[src/rtl/kws_pkg.sv]
// kws_pkg: constants shared by the keyword substitution cipher
// holds letter count, ascii bounds and command codes; depends on nothing

package kws_pkg;

    // alphabet size and letter index width
    localparam int unsigned LETTERS   = 26;
    localparam int unsigned LETTER_AW = 5;

    // ascii bounds
    localparam logic [7:0] CHAR_LA = 8'h61;
    localparam logic [7:0] CHAR_LZ = 8'h7a;
    localparam logic [7:0] CHAR_UA = 8'h41;
    localparam logic [7:0] CHAR_UZ = 8'h5a;

    // command codes
    localparam logic [2:0] CMD_CLEAR   = 3'd0;
    localparam logic [2:0] CMD_KEY     = 3'd1;
    localparam logic [2:0] CMD_FINISH  = 3'd2;
    localparam logic [2:0] CMD_ENCRYPT = 3'd3;
    localparam logic [2:0] CMD_DECRYPT = 3'd4;

    // what the result stage does with a request
    typedef enum logic [1:0] {
        KIND_PASS,
        KIND_ENC,
        KIND_DEC
    } kind_t;

endpackage

[src/rtl/kws_ram.sv]
// kws_ram: generic single write port, single read port ram
// registered read with read enable, read returns old data on collision; no dependencies

module kws_ram #(
    parameter int unsigned WIDTH = 5,
    parameter int unsigned DEPTH = 26
) (
    input  logic                     clk,
    input  logic                     we,
    input  logic [$clog2(DEPTH)-1:0] waddr,
    input  logic [WIDTH-1:0]         wdata,
    input  logic                     re,
    input  logic [$clog2(DEPTH)-1:0] raddr,
    output logic [WIDTH-1:0]         rdata
);

    logic [WIDTH-1:0] mem [DEPTH];

    // write port
    always_ff @(posedge clk)
    begin
        if (we)
        begin
            mem[waddr] <= wdata;
        end
    end

    // registered read port, holds when not enabled
    always_ff @(posedge clk)
    begin
        if (re)
        begin
            rdata <= mem[raddr];
        end
    end

endmodule

[src/rtl/keyword_substitution_cipher.sv]
// keyword_substitution_cipher: keyword monoalphabetic substitution cipher
// uses kws_pkg for constants and two kws_ram instances for the forward and reverse tables
//
//   channel  signals                     direction  contents
//   in       in_valid, in_stall          request    command, char_in
//   out      out_valid, out_stall        result     char_out
//
// encrypt and decrypt stream one per cycle while the output is not stalled; a result
// passes through the table read, then the output register. finish walks the alphabet
// into the forward table, reads the forward table back and then does the last reverse
// table write before the next request is taken.
// table entries never written since reset read as the identity mapping (valid bits).
// in_stall is high during finish and while a result waits behind a stalled output.

module keyword_substitution_cipher
    import kws_pkg::*;
(
    input  logic       clk,
    input  logic       rst_n,
    input  logic       in_valid,
    output logic       in_stall,
    input  logic [2:0] command,
    input  logic [7:0] char_in,
    output logic       out_valid,
    input  logic       out_stall,
    output logic [7:0] char_out
);

    typedef enum logic [1:0] {
        ST_IDLE,
        ST_FILL,
        ST_REV,
        ST_DRAIN
    } state_t;

    localparam logic [LETTER_AW-1:0] LAST_IDX = LETTER_AW'(LETTERS - 1);
    localparam logic [LETTER_AW-1:0] FULL_LEN = LETTER_AW'(LETTERS);

    state_t                 state_reg;
    logic [LETTER_AW-1:0]   cnt_reg;
    logic [LETTER_AW-1:0]   pos_reg;
    logic [LETTERS-1:0]     used_reg;
    logic [LETTER_AW-1:0]   kl_reg;
    logic [LETTERS-1:0]     fwd_ok_reg;
    logic [LETTERS-1:0]     rev_ok_reg;
    logic                   fwd_rok_reg;
    logic                   rev_rok_reg;
    logic [LETTER_AW-1:0]   fwd_raddr_reg;
    logic [LETTER_AW-1:0]   rev_raddr_reg;
    logic                   wr_pend_reg;
    logic                   s1_valid_reg;
    kind_t                  s1_kind_reg;
    logic [7:0]             s1_char_reg;
    logic                   o_valid_reg;
    logic [7:0]             o_char_reg;

    logic                   in_accept;
    logic                   s1_adv;
    logic                   is_lower;
    logic                   is_upper;
    logic [7:0]             lo_diff;
    logic [7:0]             up_diff;
    logic [LETTER_AW-1:0]   lo_idx;
    logic [LETTER_AW-1:0]   up_idx;
    logic                   key_take;
    logic                   fill_write;
    logic                   fwd_we;
    logic [LETTER_AW-1:0]   fwd_waddr;
    logic [LETTER_AW-1:0]   fwd_wdata;
    logic                   fwd_re;
    logic [LETTER_AW-1:0]   fwd_raddr;
    logic [LETTER_AW-1:0]   fwd_rdata;
    logic [LETTER_AW-1:0]   fwd_val;
    logic                   rev_we;
    logic                   rev_re;
    logic [LETTER_AW-1:0]   rev_rdata;
    logic [LETTER_AW-1:0]   rev_val;
    kind_t                  kind_next;
    logic [7:0]             o_char_next;

    // handshake
    assign s1_adv    = !o_valid_reg || !out_stall;
    assign in_stall  = (state_reg != ST_IDLE) || (s1_valid_reg && !s1_adv);
    assign in_accept = in_valid && !in_stall;
    assign out_valid = o_valid_reg;
    assign char_out  = o_char_reg;

    // letter classification and indexes
    assign is_lower = (char_in >= CHAR_LA) && (char_in <= CHAR_LZ);
    assign is_upper = (char_in >= CHAR_UA) && (char_in <= CHAR_UZ);
    assign lo_diff  = char_in - CHAR_LA;
    assign up_diff  = char_in - CHAR_UA;
    assign lo_idx   = lo_diff[LETTER_AW-1:0];
    assign up_idx   = up_diff[LETTER_AW-1:0];

    // new key letter appended at the current key length
    assign key_take = in_accept && (command == CMD_KEY) && is_upper
                      && !used_reg[up_idx] && (kl_reg < FULL_LEN);

    // forward table ports
    assign fill_write = (state_reg == ST_FILL) && !used_reg[cnt_reg];
    assign fwd_we     = key_take || fill_write;
    assign fwd_waddr  = (state_reg == ST_FILL) ? pos_reg : kl_reg;
    assign fwd_wdata  = (state_reg == ST_FILL) ? cnt_reg : up_idx;
    assign fwd_re     = (in_accept && (command == CMD_ENCRYPT) && is_lower)
                        || (state_reg == ST_REV);
    assign fwd_raddr  = (state_reg == ST_REV) ? cnt_reg : lo_idx;
    assign fwd_val    = fwd_rok_reg ? fwd_rdata : fwd_raddr_reg;

    // reverse table ports, written in the cycle after each forward read in the rebuild
    assign rev_we  = wr_pend_reg;
    assign rev_re  = in_accept && (command == CMD_DECRYPT) && is_upper;
    assign rev_val = rev_rok_reg ? rev_rdata : rev_raddr_reg;

    kws_ram #(
        .WIDTH (LETTER_AW),
        .DEPTH (LETTERS)
    ) u_fwd_ram (
        .clk   (clk),
        .we    (fwd_we),
        .waddr (fwd_waddr),
        .wdata (fwd_wdata),
        .re    (fwd_re),
        .raddr (fwd_raddr),
        .rdata (fwd_rdata)
    );

    kws_ram #(
        .WIDTH (LETTER_AW),
        .DEPTH (LETTERS)
    ) u_rev_ram (
        .clk   (clk),
        .we    (rev_we),
        .waddr (fwd_val),
        .wdata (fwd_raddr_reg),
        .re    (rev_re),
        .raddr (up_idx),
        .rdata (rev_rdata)
    );

    // kind of the accepted request
    always_comb
    begin
        kind_next = KIND_PASS;
        if ((command == CMD_ENCRYPT) && is_lower)
        begin
            kind_next = KIND_ENC;
        end
        else if ((command == CMD_DECRYPT) && is_upper)
        begin
            kind_next = KIND_DEC;
        end
    end

    // result byte from the table read
    always_comb
    begin
        case (s1_kind_reg)
            KIND_ENC: o_char_next = CHAR_UA + {3'b000, fwd_val};
            KIND_DEC: o_char_next = CHAR_LA + {3'b000, rev_val};
            default:  o_char_next = s1_char_reg;
        endcase
    end

    // control state, key state, valid bits and the finish sequencer
    always_ff @(posedge clk or negedge rst_n)
    begin
        if (!rst_n)
        begin
            state_reg    <= ST_IDLE;
            cnt_reg      <= '0;
            pos_reg      <= '0;
            used_reg     <= '0;
            kl_reg       <= '0;
            fwd_ok_reg   <= '0;
            rev_ok_reg   <= '0;
            wr_pend_reg  <= 1'b0;
            s1_valid_reg <= 1'b0;
            o_valid_reg  <= 1'b0;
        end
        else
        begin
            // pipeline valids
            if (s1_adv)
            begin
                o_valid_reg <= s1_valid_reg;
            end
            if (in_accept)
            begin
                s1_valid_reg <= (command == CMD_ENCRYPT) || (command == CMD_DECRYPT);
            end
            else if (s1_adv)
            begin
                s1_valid_reg <= 1'b0;
            end

            // table entry valid bits
            if (fwd_we)
            begin
                fwd_ok_reg[fwd_waddr] <= 1'b1;
            end
            if (rev_we)
            begin
                rev_ok_reg[fwd_val] <= 1'b1;
            end

            // key entry
            if (in_accept && (command == CMD_CLEAR))
            begin
                used_reg <= '0;
                kl_reg   <= '0;
            end
            if (key_take)
            begin
                used_reg[up_idx] <= 1'b1;
                kl_reg           <= kl_reg + 1'b1;
            end

            wr_pend_reg <= (state_reg == ST_REV);

            case (state_reg)
                ST_IDLE:
                begin
                    if (in_accept && (command == CMD_FINISH))
                    begin
                        state_reg <= ST_FILL;
                        cnt_reg   <= '0;
                        pos_reg   <= kl_reg;
                    end
                end
                // walk letters in order, placing unused ones after the key
                ST_FILL:
                begin
                    if (fill_write)
                    begin
                        pos_reg <= pos_reg + 1'b1;
                    end
                    if (cnt_reg == LAST_IDX)
                    begin
                        state_reg <= ST_REV;
                        cnt_reg   <= '0;
                    end
                    else
                    begin
                        cnt_reg <= cnt_reg + 1'b1;
                    end
                end
                // read every forward entry, the reverse write follows in the cycle after
                ST_REV:
                begin
                    if (cnt_reg == LAST_IDX)
                    begin
                        state_reg <= ST_DRAIN;
                    end
                    else
                    begin
                        cnt_reg <= cnt_reg + 1'b1;
                    end
                end
                ST_DRAIN:
                begin
                    state_reg <= ST_IDLE;
                end
                default:
                begin
                    state_reg <= ST_IDLE;
                end
            endcase
        end
    end

    // payload registers
    always_ff @(posedge clk)
    begin
        if (fwd_re)
        begin
            fwd_raddr_reg <= fwd_raddr;
            fwd_rok_reg   <= fwd_ok_reg[fwd_raddr];
        end
        if (rev_re)
        begin
            rev_raddr_reg <= up_idx;
            rev_rok_reg   <= rev_ok_reg[up_idx];
        end
        if (in_accept)
        begin
            s1_kind_reg <= kind_next;
            s1_char_reg <= char_in;
        end
        if (s1_adv && s1_valid_reg)
        begin
            o_char_reg <= o_char_next;
        end
    end

endmodule
[config.mk]
export PLATFORM = sky130hd
export DESIGN_NAME = keyword_substitution_cipher
export DESIGN_NICKNAME = d
export VERILOG_FILES = /design/src/rtl/kws_pkg.sv /design/src/rtl/kws_ram.sv /design/src/rtl/keyword_substitution_cipher.sv
export SDC_FILE = /design/constraint.sdc
export NUM_CORES = 1
export LEC_CHECK = 0
export ABC_AREA = 1
export BUFFER_PORTS_ARGS = -buffer_cell sky130_fd_sc_hd__buf_2
export CORE_AREA = 2 2 230 232
export DETAILED_ROUTE_END_ITERATION = 7
export DIE_AREA = 0 0 232 234
export PLACE_DENSITY = 0.57
export SLEW_MARGIN = 25
export SYNTH_ARGS = -nofsm -noshare
export SYNTH_HDL_FRONTEND = slang
export SYNTH_SLANG_ARGS = --single-unit
export TNS_END_PERCENT = 30
[constraint.sdc]
create_clock -name clk -period 2.95 [get_ports clk]
set_input_delay 0.4425 -clock clk [delete_from_list [all_inputs] [get_ports clk]]
set_output_delay 0.4425 -clock clk [all_outputs]
set_load 0.05 [all_outputs]
==> results.json <==
{
  "dp_hpwl_um": 30490,
  "clock-skew-final_ps": 19.63,
  "leakage_uw": 0.008162,
  "status": "complete, no violations",
  "timing.final.crit_share": 0.9171,
  "worst_r2r_path_depth": 11,
  "cts.htree.levels": 2,
  "grt_setup_unrepaired": "no",
  "clock_path_buffers": 3,
  "setup.worst_path.end_class": "flip-flop",
  "routabilityCongestion": 0.8816,
  "synth_compound_area_frac": 0.1066,
  "clk_pin_slew_worst_paths_ps": 60,
  "wire_length_of_the_first_global_routing_pass_um": 71820,
  "peak_clock_frequency_supported_by_timing_ghz": 0.3696,
  "finalHoldViolations": 0,
  "fp.dieArea_um2": 54290,
  "synthCells": 1758,
  "global_route.usage.total": 0.1737,
  "netlist.top_cell.by_area": "edfxtp_1",
  "min-delay-path-class": "primary input to flip-flop",
  "synthToLayoutAreaGrowth_pct": 13.85,
  "drt_first_iter_violations": 1081,
  "drt_first_pass_iters": 5,
  "crit_path_cell_trace": "inv_1 -> ha_1 -> nand2_1 -> o21ai_4 -> buf_4 -> nand2_1 -> o211ai_1 -> nand3_1 -> nand3_1 -> nand2_1 -> o21a_1",
  "cp_slowest_stage_delay_ps": 490,
  "rr_startpoint": "state_reg[0]$_DFFE_PN0P_",
  "tritoncts": "done",
  "numCtsBuffers": 45,
  "critPathMaxFanout": 19,
  "nets": 1841,
  "die_height_um": 234,
  "ys_seq_elements": 398,
  "critical_path.startpoint": "state_reg[0]$_DFFE_PN0P_",
  "total_inserted_antenna_cells": 0,
  "synth_area_per_cell_um2": 10.23,
  "worst-setup-path-type": "flip-flop to flip-flop",
  "number_of_routed_nets_with_antenna_violations": 0,
  "synthSimpleGateAreaFrac": 0.1774,
  "finalInstanceArea_um2": 20480,
  "report.power.total_uw": 11840,
  "synth-main-ff-cell": "edfxtp_1",
  "tightest_slew_ps": 778.6,
  "ir_drop_uv": 487.1,
  "vias_per_cell": 5.058,
  "antenna_violations_before_repair": 0,
  "yosysSeqAreaShare": 0.6371,
  "drc": 0,
  "final_util": 0.3937,
  "fp.coreArea_um2": 52020,
  "hold_path_cell_cnt": 1,
  "initial_utilization": 0.3458,
  "totalWireLength_um": 46940,
  "placement.setup.worst_slack_ps": 76.18,
  "route.detailed.wl_per_inst_um": 18.56,
  "setup_violations": 0,
  "post_synth_main_area_contributors": "edfxtp_1 50%, dfrtp_1 14%, nand2_1 6.4%",
  "worst_case_setup_margin_in_the_final_layout_ps": 244.4,
  "max_cap_viol_count": 0,
  "final-max-slew-violation-count": 0,
  "timing.critical_path.arrival_ps": 3040,
  "async_reset_ff_frac": 0.2462,
  "worst_skew_pair.late_latency_ps": 580,
  "synth_enable_flop_cells": 300,
  "clock-sinks": 398,
  "synth_mux_area_frac": 0.0005564,
  "io_pins": 25,
  "synth_warnings": 0,
  "timing.final.crit_period_ps": 2706,
  "critical_path.most_common_cell": "nand2_1",
  "min_delay_worst_endpoint": "s1_char_reg[7]$_DFFE_PP_",
  "number_of_vias_in_the_routed_layout": 12790,
  "critical_path.slowest_cell": "ha_1",
  "grt_pass1_vias": 12330,
  "power_density_nw_per_um2": 578.0,
  "pin_count_of_the_biggest_net_entering_global_routing": 83,
  "grt-ovfl-total": 0,
  "startpoint_type": "flip-flop",
  "number_of_placement_rows": 84,
  "die_x_um": 232,
  "worst-r2r-setup-slack_ps": 240,
  "synth_xor_area_frac": 0.002434,
  "count_of_fill_cells_added_during_filler_insertion": 5086,
  "synth_top_family_by_area": "simple AND/OR/NAND/NOR gates",
  "synth_cell_type_count": 48,
  "worstHoldStart": "char_in[7]",
  "synthesis.nets": 1795,
  "fraction_of_final_layout_cells_sized_beyond_drive_strength_1": 0.1179,
  "synthDominantCellAreaShare": 0.5008,
  "ctsRootBufferMaster": "clkbuf_16",
  "quantity_of_i_o_buffers_inserted_on_ports": 24,
  "synth_fa_ha_area_frac": 0.01530,
  "max_slew_margin": 0.4777,
  "dpl_cell_area_um2": 19060,
  "synthesis.area_um2": 17990,
  "fin_worst_hold_slack_ps": 122.3,
  "worstPathRequired_ps": 3280,
  "biggestRegsByFlops": "u_fwd_ram.mem: 130 flops, u_rev_ram.mem: 130 flops",
  "worst_r2r_endpoint": "fwd_rok_reg$_DFFE_PP_"
}
how the worst max path moves through the flow:
stage                     slack, ps  cells after the start                              to
after floorplan                -210                     10   u_fwd_ram.mem[0][2]$_DFFE_PP_
after global placement          140                     13  u_fwd_ram.mem[22][0]$_DFFE_PP_
after detailed placement         80                     13  u_fwd_ram.mem[19][4]$_DFFE_PP_
after CTS                       240                     11           fwd_rok_reg$_DFFE_PP_
after global routing             40                     14    u_fwd_ram.rdata[3]$_DFFE_PP_
final                           240                     11           fwd_rok_reg$_DFFE_PP_
cell families after synthesis:
logic type / after synthesis
and+or+nand+nor: 735
DFF: 398
AOI/OAI and AO/OA: 339
buffers and inverters: 258
adders and majority gates: 22
xor gates and xnor gates: 5
muxes: 1
cells in the final DEF (no fill, tap or decap), types with 9 or more instances in the layout:
master	instances
inv_1	161
ha_1	22
buf_4	47
clkbuf_1	12
edfxtp_1	300
clkinv_1	9
dfrtp_1	98
nand4_1	18
o22ai_1	55
nor2_1	233
or2_2	14
nand2_1	306
o21ai_0	165
buf_2	22
inv_2	14
nand2_4	13
or2_1	9
clkbuf_16	45
nand2_2	12
a21oi_1	52
nand3_1	114
o211ai_1	34
critical path, delay by kind of cell, from the launching register on:
kind            cells  cell delay [ps]
compound gates      3              540
buf+inv             2              460
simple gates        5              570
fa+ha+maj           1              490
flops               1              380
routing by layer:
| layer | wire length, µm | vias to the layer above | share of wire | GRT usage |
|---|---|---|---|---|
| met5 | 0 | - | 0 | 0 |
| met4 | 1476 | 0 | 0.031 | 0.06771 |
| met3 | 2815 | 77 | 0.060 | 0.03040 |
| met2 | 21540 | 416 | 0.46 | 0.2761 |
| met1 | 21110 | 6198 | 0.45 | 0.2370 |
| li1 | - | 6101 | - | - |
stage by stage:
step | TNS, ps | cells
CTS | 0 | 2529
detailed placement | 0 | 2444
finish | 0 | 2529
global route | 0 | 2529
global placement | 0 | 2444
floorplan | -7396 | 1758
cells in the mapped netlist, types with 2 or more instances:
| library cell | count |
|---|---|
| inv_1 | 161 |
| or2_2 | 14 |
| ha_1 | 22 |
| nand2_1 | 307 |
| o21ai_0 | 170 |
| edfxtp_1 | 300 |
| a22oi_1 | 8 |
| clkinv_1 | 4 |
| o22ai_1 | 55 |
| a31oi_1 | 3 |
| nand2_4 | 13 |
| nand3_1 | 114 |
| nand2_2 | 11 |
| buf_4 | 6 |
| o21ai_1 | 4 |
| a21oi_1 | 52 |
| nor3_1 | 5 |
| nor2_1 | 233 |
| nor2_2 | 4 |
| nand4_1 | 18 |
| buf_6 | 4 |
| clkbuf_1 | 35 |
| o21ai_2 | 4 |
| buf_1 | 2 |
| o21a_1 | 4 |
| o211ai_1 | 34 |
| buf_2 | 28 |
| dfrtp_1 | 98 |
| xor2_1 | 5 |
| inv_2 | 14 |
| or2_1 | 9 |
report_power, final:
group              switching (µW)  total, µW  internal, µW
clock                        2310       5340          3030
sequential     0.0000000000000385       6010          6010
combinational                 361        489           128
total                        2670      11800          9170
repair_timing:
item | CTS | global route
hold buffers | 1 | 0
setup buffers | 0 | 0
hold endpoints to repair | 16 | 0
resized for setup | 0 | 0
final cells by class:
class                           instances  area [µm²]  share of cell area
Multi-Input combinational cell       1102        5473              0.2672
Clock buffer                           61        1226             0.05987
Clock inverter                         23       181.4            0.008858
Inverter                              181       686.9             0.03354
Sequential cell                       398       11460              0.5596
Timing Repair Buffer                   76       593.1             0.02896
Tap cell                              688       860.8             0.04203
Note: power is estimated with default switching activity, not from simulation.
